## config.mk

```make
export PLATFORM = sky130hd
export DESIGN_NAME = sorted_list_table_flat
export DESIGN_NICKNAME = d
export VERILOG_FILES = /design/src/rtl/core/slt_pkg.sv /design/src/rtl/core/slt_req_if.sv /design/src/rtl/core/slt_rsp_if.sv /design/src/rtl/core/slt_cell.sv /design/src/rtl/core/sorted_list_table.sv /design/src/flat_wrapper.sv
export VERILOG_INCLUDE_DIRS = /design/src /design/src/rtl/core
export SDC_FILE = /design/constraint.sdc
export NUM_CORES = 2
export LEC_CHECK = 0
export BUFFER_PORTS_ARGS = -buffer_cell sky130_fd_sc_hd__buf_2
export CAP_MARGIN = 20
export CORE_ASPECT_RATIO = 1.4
export CORE_MARGIN = 1.5
export CORE_UTILIZATION = 60
export CTS_CLUSTER_SIZE = 16
export DETAILED_ROUTE_END_ITERATION = 7
export GPL_TIMING_DRIVEN = 0
export HOLD_SLACK_MARGIN = 0.15
export PLACE_DENSITY = 0.77
export SYNTH_ARGS = -nofsm -noshare
export SYNTH_HDL_FRONTEND = slang
export SYNTH_SLANG_ARGS = --single-unit
export TNS_END_PERCENT = 10
```

## constraint.sdc

```tcl
create_clock -name clk -period 7.65 [get_ports clk]
set_input_delay 0.765 -clock clk [delete_from_list [all_inputs] [get_ports clk]]
set_output_delay 0.765 -clock clk [all_outputs]
set_load 0.02 [all_outputs]
```

## src/rtl/core/sorted_list_table_macros.svh

```systemverilog
// Assertion macros shared by the sorted list table RTL.
// Included by files that carry concurrent assertions; no other dependencies.
`ifndef SORTED_LIST_TABLE_MACROS_SVH
`define SORTED_LIST_TABLE_MACROS_SVH

// Same-cycle implication, disabled while in reset.
`define SLT_ASSERT_IMPL(lbl, clk_s, rst_s, ante, cons) \
  lbl: assert property (@(posedge clk_s) disable iff (rst_s) (ante) |-> (cons)) \
    else $error("sorted_list_table: same-cycle check failed");

// Next-cycle implication, disabled while in reset.
`define SLT_ASSERT_NEXT(lbl, clk_s, rst_s, ante, cons) \
  lbl: assert property (@(posedge clk_s) disable iff (rst_s) (ante) |=> (cons)) \
    else $error("sorted_list_table: next-cycle check failed");

`endif

```

## src/rtl/core/slt_pkg.sv

```systemverilog
// Shared types and constants for the sorted list table.
// No dependencies; used by the interfaces, the cell and the top level.
`default_nettype none

package slt_pkg;

  localparam int CAPACITY_DEF = 16;
  localparam int VALUE_W      = 32;
  localparam int POS_W        = 5;

  typedef enum logic [1:0] {
    CMD_INSERT   = 2'd0,
    CMD_REMOVE   = 2'd1,
    CMD_SEARCH   = 2'd2,
    CMD_RETRIEVE = 2'd3
  } cmd_t;

  typedef enum logic [2:0] {
    STATUS_OK       = 3'd0,
    STATUS_EMPTY    = 3'd1,
    STATUS_BADPOS   = 3'd2,
    STATUS_NOTFOUND = 3'd3,
    STATUS_FULL     = 3'd4
  } status_t;

  // Broadcast from the top level to every cell.
  typedef struct packed {
    logic                       do_insert;
    logic                       do_remove;
    logic signed [VALUE_W-1:0]  key;
  } ctl_t;

endpackage

`default_nettype wire

```

## src/rtl/core/slt_req_if.sv

```systemverilog
// Request channel of the sorted list table: valid/ready plus operation fields.
// Depends on slt_pkg.
`default_nettype none

interface slt_req_if;
  import slt_pkg::*;

  logic                       valid;
  logic                       ready;
  cmd_t                       cmd;
  logic signed [VALUE_W-1:0]  value;
  logic        [POS_W-1:0]    position;

  modport source (output valid, output cmd, output value, output position, input ready);
  modport sink   (input valid, input cmd, input value, input position, output ready);
endinterface

`default_nettype wire

```

## src/rtl/core/slt_rsp_if.sv

```systemverilog
// Response channel of the sorted list table: valid/ready plus result fields.
// Depends on slt_pkg.
`default_nettype none

interface slt_rsp_if;
  import slt_pkg::*;

  logic                       valid;
  logic                       ready;
  status_t                    status;
  logic        [POS_W-1:0]    found_position;
  logic signed [VALUE_W-1:0]  value_out;

  modport source (output valid, output status, output found_position, output value_out,
                  input ready);
  modport sink   (input valid, input status, input found_position, input value_out,
                  output ready);
endinterface

`default_nettype wire

```

## src/rtl/core/slt_cell.sv

```systemverilog
// One slot of the sorted list: holds an entry, compares it against the key
// and shifts with its neighbors on insert/remove. Depends on slt_pkg.
`default_nettype none

module slt_cell #(
  parameter int CAPACITY = slt_pkg::CAPACITY_DEF,
  parameter int IDX      = 0
) (
  input  wire logic                               clk,
  input  wire slt_pkg::ctl_t                      ctl,
  input  wire logic [$clog2(CAPACITY+1)-1:0]      count,
  input  wire logic [$clog2(CAPACITY)-1:0]        sel_idx,
  input  wire logic signed [slt_pkg::VALUE_W-1:0] left_entry,
  input  wire logic                               left_lt,
  input  wire logic                               left_seen,
  input  wire logic signed [slt_pkg::VALUE_W-1:0] right_entry,
  output logic signed [slt_pkg::VALUE_W-1:0]      entry,
  output logic                                    lt,
  output logic                                    seen,
  output logic                                    hit_first,
  output logic                                    sel_hit
);
  import slt_pkg::*;

  localparam int CW = $clog2(CAPACITY+1);
  localparam int IW = $clog2(CAPACITY);
  localparam logic [CW-1:0] IDX_C = CW'(IDX);
  localparam logic [IW-1:0] IDX_I = IW'(IDX);

  logic live;
  logic match;

  assign live      = IDX_C < count;
  assign lt        = live && ($signed(entry) < $signed(ctl.key));
  assign match     = live && (entry == ctl.key);
  assign seen      = left_seen | match;
  assign hit_first = match & ~left_seen;
  assign sel_hit   = (IDX_I == sel_idx);

  // lt is a prefix over the sorted row: the first cell without lt takes
  // the key, cells after it take their left neighbor.
  always_ff @(posedge clk) begin
    if (ctl.do_insert) begin
      if (!lt) begin
        entry <= left_lt ? ctl.key : left_entry;
      end
    end else if (ctl.do_remove) begin
      if (IDX_I >= sel_idx) begin
        entry <= right_entry;
      end
    end
  end

endmodule

`default_nettype wire

```

## src/rtl/core/sorted_list_table.sv

```systemverilog
// Sorted list table: keeps up to CAPACITY signed 32-bit values in ascending
// order and takes one request per clock while the output register is free or
// being taken (insert, remove at position, search, retrieve at position).
// Each request gives exactly one response, held in a single output register
// from the cycle after acceptance; while that register is taken in the same
// cycle, back-to-back requests run at one per cycle. A row of CAPACITY cells
// compares in parallel and shifts into its neighbors; the search first-hit
// flag ripples along the row, which sets the critical path as CAPACITY grows.
`default_nettype none

module sorted_list_table
  import slt_pkg::*;
#(
  parameter int CAPACITY = slt_pkg::CAPACITY_DEF
) (
  input  wire logic clk,
  input  wire logic rst,
  slt_req_if.sink   req,
  slt_rsp_if.source rsp
);

  localparam int CW = $clog2(CAPACITY+1);
  localparam int IW = $clog2(CAPACITY);
  localparam int MW = (CW > POS_W) ? CW : POS_W;

  logic [CW-1:0] count;
  logic [CW-1:0] count_next;

  ctl_t ctl;
  logic accept;
  logic full;
  logic empty;
  logic pos_ok;
  logic [IW-1:0] sel_idx;

  logic signed [VALUE_W-1:0] entry_v [CAPACITY];
  logic [CAPACITY-1:0] lt_v;
  logic [CAPACITY-1:0] seen_v;
  logic [CAPACITY-1:0] hit_v;
  logic [CAPACITY-1:0] sel_v;

  logic [POS_W-1:0]          hit_pos;
  logic signed [VALUE_W-1:0] rd_value;

  status_t                   status_next;
  logic [POS_W-1:0]          fpos_next;
  logic signed [VALUE_W-1:0] vout_next;

  status_t                   out_status;
  logic [POS_W-1:0]          out_fpos;
  logic signed [VALUE_W-1:0] out_value;
  logic                      out_valid;

  assign req.ready = !out_valid || rsp.ready;
  assign accept    = req.valid && req.ready;

  assign full    = (count == CW'(CAPACITY));
  assign empty   = (count == '0);
  assign pos_ok  = (req.position != '0) && (MW'(req.position) <= MW'(count));
  assign sel_idx = IW'(req.position - POS_W'(1));

  assign ctl.do_insert = accept && (req.cmd == CMD_INSERT) && !full;
  assign ctl.do_remove = accept && (req.cmd == CMD_REMOVE) && !empty && pos_ok;
  assign ctl.key       = req.value;

  for (genvar i = 0; i < CAPACITY; i++) begin : g_cell
    logic signed [VALUE_W-1:0] left_entry;
    logic                      left_lt;
    logic                      left_seen;
    logic signed [VALUE_W-1:0] right_entry;

    if (i == 0) begin : g_head
      assign left_entry = '0;
      assign left_lt    = 1'b1;
      assign left_seen  = 1'b0;
    end else begin : g_body
      assign left_entry = entry_v[i-1];
      assign left_lt    = lt_v[i-1];
      assign left_seen  = seen_v[i-1];
    end

    if (i == CAPACITY-1) begin : g_tail
      assign right_entry = entry_v[i];
    end else begin : g_mid
      assign right_entry = entry_v[i+1];
    end

    slt_cell #(
      .CAPACITY (CAPACITY),
      .IDX      (i)
    ) u_cell (
      .clk         (clk),
      .ctl         (ctl),
      .count       (count),
      .sel_idx     (sel_idx),
      .left_entry  (left_entry),
      .left_lt     (left_lt),
      .left_seen   (left_seen),
      .right_entry (right_entry),
      .entry       (entry_v[i]),
      .lt          (lt_v[i]),
      .seen        (seen_v[i]),
      .hit_first   (hit_v[i]),
      .sel_hit     (sel_v[i])
    );
  end

  // At most one hit_first and one sel_hit are set, so OR-merge is enough.
  always_comb begin
    hit_pos  = '0;
    rd_value = '0;
    for (int i = 0; i < CAPACITY; i++) begin
      if (hit_v[i]) hit_pos = hit_pos | POS_W'(i + 1);
      if (sel_v[i]) rd_value = rd_value | entry_v[i];
    end
  end

  always_comb begin
    status_next = STATUS_OK;
    fpos_next   = '0;
    vout_next   = '0;
    unique case (req.cmd) inside
      CMD_INSERT: begin
        if (full) status_next = STATUS_FULL;
      end
      CMD_SEARCH: begin
        if (empty) begin
          status_next = STATUS_EMPTY;
        end else if (seen_v[CAPACITY-1]) begin
          fpos_next = hit_pos;
        end else begin
          status_next = STATUS_NOTFOUND;
        end
      end
      CMD_REMOVE, CMD_RETRIEVE: begin
        if (empty) begin
          status_next = STATUS_EMPTY;
        end else if (!pos_ok) begin
          status_next = STATUS_BADPOS;
        end else begin
          vout_next = rd_value;
        end
      end
      default: status_next = STATUS_OK;
    endcase
  end

  always_comb begin
    count_next = count;
    if (ctl.do_insert) count_next = count + CW'(1);
    else if (ctl.do_remove) count_next = count - CW'(1);
  end

  always_ff @(posedge clk) begin
    if (rst) begin
      count     <= '0;
      out_valid <= 1'b0;
    end else begin
      count <= count_next;
      if (accept) out_valid <= 1'b1;
      else if (rsp.ready) out_valid <= 1'b0;
    end
  end

  always_ff @(posedge clk) begin
    if (accept) begin
      out_status <= status_next;
      out_fpos   <= fpos_next;
      out_value  <= vout_next;
    end
  end

  assign rsp.valid          = out_valid;
  assign rsp.status         = out_status;
  assign rsp.found_position = out_fpos;
  assign rsp.value_out      = out_value;

`include "sorted_list_table_macros.svh"

  `SLT_ASSERT_IMPL(a_count_bound, clk, rst, 1'b1, count <= CW'(CAPACITY))
  `SLT_ASSERT_NEXT(a_insert_grows, clk, rst, ctl.do_insert, count == $past(count) + CW'(1))
  `SLT_ASSERT_NEXT(a_accept_resp, clk, rst, accept, out_valid)
  `SLT_ASSERT_IMPL(a_err_no_value, clk, rst, out_valid && (out_status != STATUS_OK), (out_value == '0) && (out_fpos == '0))

endmodule

`default_nettype wire
```

## src/flat_wrapper.sv

```systemverilog
// flat-port wrapper written by rule: the top's interface ports become plain ports
module sorted_list_table_flat import slt_pkg::*;
#(
  parameter int CAPACITY = slt_pkg::CAPACITY_DEF
)
  (clk, rst, req_valid, req_cmd, req_value, req_position, req_ready, rsp_valid, rsp_status, rsp_found_position, rsp_value_out, rsp_ready);
  slt_req_if req_i ();
  slt_rsp_if rsp_i ();
  input  wire logic clk;
  input  wire logic rst;
  input wire logic [$bits(req_i.valid)-1:0] req_valid;
  input wire logic [$bits(req_i.cmd)-1:0] req_cmd;
  input wire logic [$bits(req_i.value)-1:0] req_value;
  input wire logic [$bits(req_i.position)-1:0] req_position;
  output wire logic [$bits(req_i.ready)-1:0] req_ready;
  output wire logic [$bits(rsp_i.valid)-1:0] rsp_valid;
  output wire logic [$bits(rsp_i.status)-1:0] rsp_status;
  output wire logic [$bits(rsp_i.found_position)-1:0] rsp_found_position;
  output wire logic [$bits(rsp_i.value_out)-1:0] rsp_value_out;
  input wire logic [$bits(rsp_i.ready)-1:0] rsp_ready;
  assign req_i.valid = req_valid;
  assign req_i.cmd = req_cmd;
  assign req_i.value = req_value;
  assign req_i.position = req_position;
  assign req_ready = req_i.ready;
  assign rsp_valid = rsp_i.valid;
  assign rsp_status = rsp_i.status;
  assign rsp_found_position = rsp_i.found_position;
  assign rsp_value_out = rsp_i.value_out;
  assign rsp_i.ready = rsp_ready;
  sorted_list_table #(.CAPACITY(CAPACITY)) u_core (.clk(clk), .rst(rst), .req(req_i), .rsp(rsp_i));
endmodule
```

==> results.txt, run 1 <==
- The clock passes through at most 3 buffers.
* Post-synth ARST share: 0%
- Die span in y: 316 µm
- First Error: [ERROR GRT-0116] Global routing finished with congestion. Check the congestion regions in the DRC Viewer.
* Quantity of gates resized following cts: 0
* Post-CTS repair timing setup buffer count: 0
- Ys Warns: 0
* Yosys top cell by area: edfxtp_1
- Vias in the first global route: approximately 43k
- Largest net degree at the start of global routing: 33
- Routability congestion estimate from global placement: 1.17
- Summed over all nets, the half-perimeter wirelength after detailed placement is about 180000 µm.
- Number of sinks handled by clock tree synthesis: roughly 560
- The floorplan has between 100 and 150 rows.
- Summing the sequential cell areas from Yosys gives 39.8% of the chip area.
- Buffers inserted to repair hold after CTS numbered 0.
- In this run the tool buffered the top-level ports with 84 buffer cells.
- Root cell of the clock tree: clkbuf_16
- Width of the die: roughly 230 µm
- Counting flops with a built-in enable in the synthesized netlist gives ~550.
* Syn Area/Cell: 10.1 µm²
- The commonest cells after synthesis are edfxtp_1, ha_1, nand2_1, o21ai_0, mux2i_1.
- It got as far as 5_1_grt and failed there.
- Synthesized area: between 40000 and 50000 µm²
* Global-route wire length before repair: 354000 µm
- The H-tree was split into 2 levels.
* Final global-route overflow total: 8
- Run status: aborted with a tool error
- After synthesis the netlist holds a flip-flop and latch count of roughly 560.
- In the synthesized netlist the dominant register cell turns out to be edfxtp_1.
- Among all cell types in the netlist, the one instantiated most often is edfxtp_1.
- Initial Util: 60.7%
- Sorting the synthesized cells by area gives the leading types as edfxtp_1, ha_1, mux2i_1.
- After synthesis, the netlist uses 81 different library cells.
- I/O pin total: 85
- TritonCTS created 57 clock buffers.
* GRT Overall Usage: between 70% and 80%
* Yosys top cell area share: between 30% and 40%
- Post-Syn Instances: about 4.2k
- Post-synthesis net count: ~4.7k
[stage by stage]
| stage | setup TNS (ns) | instance area [µm²] | hold WS (ns) | std cells | worst slack [ns] |
|---|---|---|---|---|---|
| floorplan | 0 | 42000 | 0.546 | 4164 | 1.67 |
| global placement | -1265.56 | 43500 | 0.507 | 5176 | -4.35 |
| detailed placement | 0 | 44900 | 0.531 | 5247 | 0.262 |
| CTS | 0 | 46700 | 0.361 | 5348 | 0.935 |
[routing by layer]
metal,GRT overflow,global-route usage [%]
met5,0,21.2
met4,6,71.2
met3,1,53.8
met2,1,87.8
met1,0,75.3
[cell families after synthesis]
kind of cell    after synthesis  synth area share, %
mux                         418                 10.1
compound gates             1286                 19.7
flops                       558                 39.8
fa+ha+maj                   524                 15.6
buf+inv                     344                 3.27
xor+xnor                      8                0.167
simple gates               1026                 11.3
==> run 2, diff against run 1 <==
--- a/config.mk
+++ b/config.mk
@@ -8,14 +8,11 @@
 export LEC_CHECK = 0
 export BUFFER_PORTS_ARGS = -buffer_cell sky130_fd_sc_hd__buf_2
 export CAP_MARGIN = 20
-export CORE_ASPECT_RATIO = 1.4
 export CORE_MARGIN = 1.5
-export CORE_UTILIZATION = 60
-export CTS_CLUSTER_SIZE = 16
+export CORE_UTILIZATION = 40
 export DETAILED_ROUTE_END_ITERATION = 7
 export GPL_TIMING_DRIVEN = 0
-export HOLD_SLACK_MARGIN = 0.15
-export PLACE_DENSITY = 0.77
+export PLACE_DENSITY_LB_ADDON = 0.15
 export SYNTH_ARGS = -nofsm -noshare
 export SYNTH_HDL_FRONTEND = slang
 export SYNTH_SLANG_ARGS = --single-unit
==> run 2 against run 1 <==
  * The flow now finishes, with violations (max-capacitance violations)
  * Synthesized area did not move
  * Synthesized cell count unchanged
==> results.txt, run 2 <==
- RR Startpoint: u_core.g_cell[10].u_cell.entry[14]
- The Yosys warning count was 0 (unchanged).
* Most used DFF post-synth: edfxtp_1
- Fill cells in the final layout number between 9k and 10k.
* Global-route wire length before repair: 344000 µm
- Summed over all instances, the cell type with the most area after synthesis is edfxtp_1.
- Peak supply drop: roughly 0.00016 V
- Crit end category: register
- TritonCTS built the clock tree.
* Max reg flops: 512
- The post-cts hold buffer count is 0 (unchanged).
- Initial antenna violation count: 25
- Number of sinks handled by clock tree synthesis: 558 (unchanged)
* Count of unique library cells instantiated by Yosys: 81 (unchanged)
- Area of the multi-input gates: between 20000 and 25000 µm²
- Max-slew violations: 0
- For this run, the top clock speed supported by timing is between 100 and 150 MHz.
* Syn Area/Cell: 10.1 µm² (unchanged)
* Total area of sequential cells: approximately 17000 µm²
- In this run the worst hold path is classified as in -> reg.
- The number of CTS-inserted buffers is 72 (+26%).
- Total length of routed wires: between 200000 and 300000 µm
- Initial Util: 40.4% (-20 points)
* Biggest area contributors in the synthesized netlist: edfxtp_1, ha_1, mux2i_1
- Die span in y: 327 µm (+3.5%)
- The number of placed I/O pins was 85 (unchanged).
* Skew final: ~0.038 ns
* Static leakage: ~20 nW
* Logic depth of the worst register-to-register path: 12
- The floorplan die width came to 327 µm (+44%).
- Xor-xnor portion of the synthesized cell area: 0.167% (unchanged)
- Final routed wire length divided by cell count: about 45 µm
- The fraction of the mapped netlist area in compound gates came to 19.7% (unchanged).
- Leaving out fill and tap cells, the most frequent cells in the layout are edfxtp_1, ha_1, nand2_1.
- Final global-route overflow total: 0
* CTS H-tree depth: 3 (+1)
- For this run, the detailed router's first-pass iteration total came to 6.
- At the end of the flow, the number of nets in the layout was between 4k and 5k.
* Crit path setup slack, layout: 0.714 ns
* Count of antenna-violating nets left after detailed routing: 0
- The post-detailed-placement half-perimeter wirelength came to 196000 µm (+11%).
* GRT Overall Usage: ~48%
- Post-Layout Inst Area: roughly 48000 µm²
- Port-buffer cells: 84 (unchanged)
* Most common library cell in the layout ignoring fill and taps: edfxtp_1
- Post-Syn Instances: 4164 (unchanged)
- The number of synthesized flops with an enable pin is 552 (unchanged).
* Yosys top cell area share: 39.5% (unchanged)
- The detailed router finished its first iteration with 7340 violations.
- Ranked by flip-flop count, first place goes to u_core.g_cell.u_cell.entry.
- Minimum clock period: about 6.9 ns
- Vias in the first global route: a little under 40k
* Crit Reg-Reg Endpoint: u_core.g_cell[10].u_cell.entry[12]
- The pre-CTS setup slack is 0.638 ns (+0.376 ns).
* Number of maximum-capacitance violations: 1
* Area growth syn-to-layout: 14.8%
- Post-synthesis net count: 4731 (unchanged)
- Share of synthesized area occupied by flip-flops and latches: 39.8% (unchanged)
* Number of storage elements in the synthesis netlist: 558 (unchanged)
- Post-synth ARST share: 0% (unchanged)
* Post-CTS repair timing setup buffer count: 0 (unchanged)
- Synthesized area: 42000 µm² (unchanged)
- In this run the worst setup path terminates at u_core.g_cell[10].u_cell.entry[12].
- Clock insertion delay at the later pin of the skew report: roughly 0.70 ns
- Die ar.: between 100000 and 150000 µm²
* Post-route clock period utilization: about nine tenths
* Max-slew headroom at the worst pin: around 2.3%
* Floorplan row count: 118 (+3.5%)
* Violations in the final reports: max-capacitance violations
- Ratio of cells with drive above 1 in the final layout: roughly a tenth
* Hold Violations, Final: 0
* Simple logic cell fraction of the synthesized area: 11.3% (unchanged)
- Run status: finished, violations left
- Largest net degree at the start of global routing: 33
* Quantity of gates resized following cts: 0 (unchanged)
* Flop-to-flop setup slack: ~1.9 ns
- Data arrival, critical path: 7.34 ns
- The final RePlAce weighted congestion is 1.07 (-7.9%).
- By count the netlist is led by edfxtp_1, ha_1, nand2_1, o21ai_0, mux2i_1.
* Kind of start point of the critical path: input pin
- Clock-pin slew was measured on the worst setup and hold paths at approximately 0.06 ns.
* Required time at the endpoint of the critical path: 8.05 ns
- The critical path is of the in -> reg type.
* Maximum count of clock buffers along a single path: 3 (unchanged)
- Dominant combinational cell family by area after synthesis: compound AO/OA/AOI/OAI gates
* Post-synthesis share of cell area spent on full adders, half adders and majority gates: 15.6% (unchanged)
- The most critical setup path has its startpoint at req_value[11].
- The most common cell in the synthesized netlist is edfxtp_1.
- Vias post-DR: around 43k
* Instance area after placement: 45700 µm² (+1.8%)
- Pin slew with the least headroom to its limit: between 1 and 1.5 ns
* DRC violation count after routing: 0
- The cell sitting at the root of the clock tree is a clkbuf_16.
* Number of vias per cell after detailed routing: roughly 7.3
- Setup violations remaining at the end of the flow were counted as 0.
* Total core area: around 100000 µm²
* Worst hold slack after final layout: approximately 0.33 ns
- In this run the power density over the cells is roughly 180 nW/µm².
- Of all nets on the critical path, the largest fanout is 17.
- The mux cell area share after synthesis is 10.1% (unchanged).
- Unrepaired setup endpoints after global routing: false
-- run 2: cell counts after synthesis --
No cell type changed its count.
-- run 2: worst min path at each step --
| stage | from | end | slack [ns] | cells past startpoint |
|---|---|---|---|---|
| 3_5_place_dp | u_core.rsp.valid | u_core.rsp.valid | 0.53 | 2 |
| 3_3_place_gp | u_core.rsp.valid | u_core.rsp.valid | 0.52 | 2 |
| 6_report | req_valid | u_core.rsp.valid | 0.33 | 3 |
| 2_1_floorplan | u_core.g_cell[15].u_cell.entry[0] | u_core.g_cell[14].u_cell.entry[0] | 0.55 | 2 |
| 5_1_grt | req_valid | u_core.rsp.valid | 0.36 | 3 |
| 4_1_cts | req_valid | u_core.rsp.valid | 0.32 | 3 |
-- run 2: layout make-up --
class	instances	share of cell area (%)
clock buffer	90	4.06
multi-input combinational	3262	50.0
tap	1380	3.58
timing repair buffer	177	3.96
antenna	24	0.125
clock inverter	40	0.693
buffer	262	2.28
inverter	82	0.639
sequential	558	34.6
-- run 2: logic make-up after synthesis --
family | count (synthesis)
simple gates | 1026
fa+ha+maj | 524
buf+inv | 344
mux | 418
xor+xnor | 8
compound gates | 1286
flops | 558
-- run 2: per-layer routing --
| layer | wire (µm) | track usage (%) |
|---|---|---|
| met4 | 24700 | 37.5 |
| met2 | 108000 | 68.8 |
| met1 | 94200 | 58.6 |
| met5 | 101 | 0 |
| met3 | 35000 | 16.0 |
-- run 2: where the power goes --
| part | internal, W | switching (W) | total, W |
|---|---|---|---|
| clock network | 0.00198 | 0.00156 | 0.00354 |
| registers | 0.00350 | 0.000170 | 0.00367 |
| logic | 0.000490 | 0.00111 | 0.00160 |
-- run 2: metrics by stage --
| stage | power [W] | cells | utilization [%] | TNS (ns) |
|---|---|---|---|---|
| after floorplan | 0.00444 | 4164 | - | 0 |
| after global placement | 0.00515 | 5628 | 42.5 | -1573.84 |
| after detailed placement | 0.00521 | 5710 | 44.0 | 0 |
| after CTS | 0.00867 | 5840 | 46.2 | 0 |
| after global routing | 0.00891 | 5852 | 46.4 | 0 |
| final | 0.00881 | 5875 | 46.4 | 0 |
-- run 2: worst max-delay path: stages --
cell,delay [ns]
buf_2,0.23
clkbuf_1,0.64
inv_1,0.70
ha_1,0.56
nand4_1,0.29
nor3_1,0.26
buf_4,0.23
a21boi_0,0.83
o41ai_1,0.38
a211oi_1,0.32
a31o_2,0.14
clkbuf_1,0.79
buf_2,0.69
o21ai_4,0.21
buf_12,0.22
Note: power is estimated with default switching activity, not from simulation.
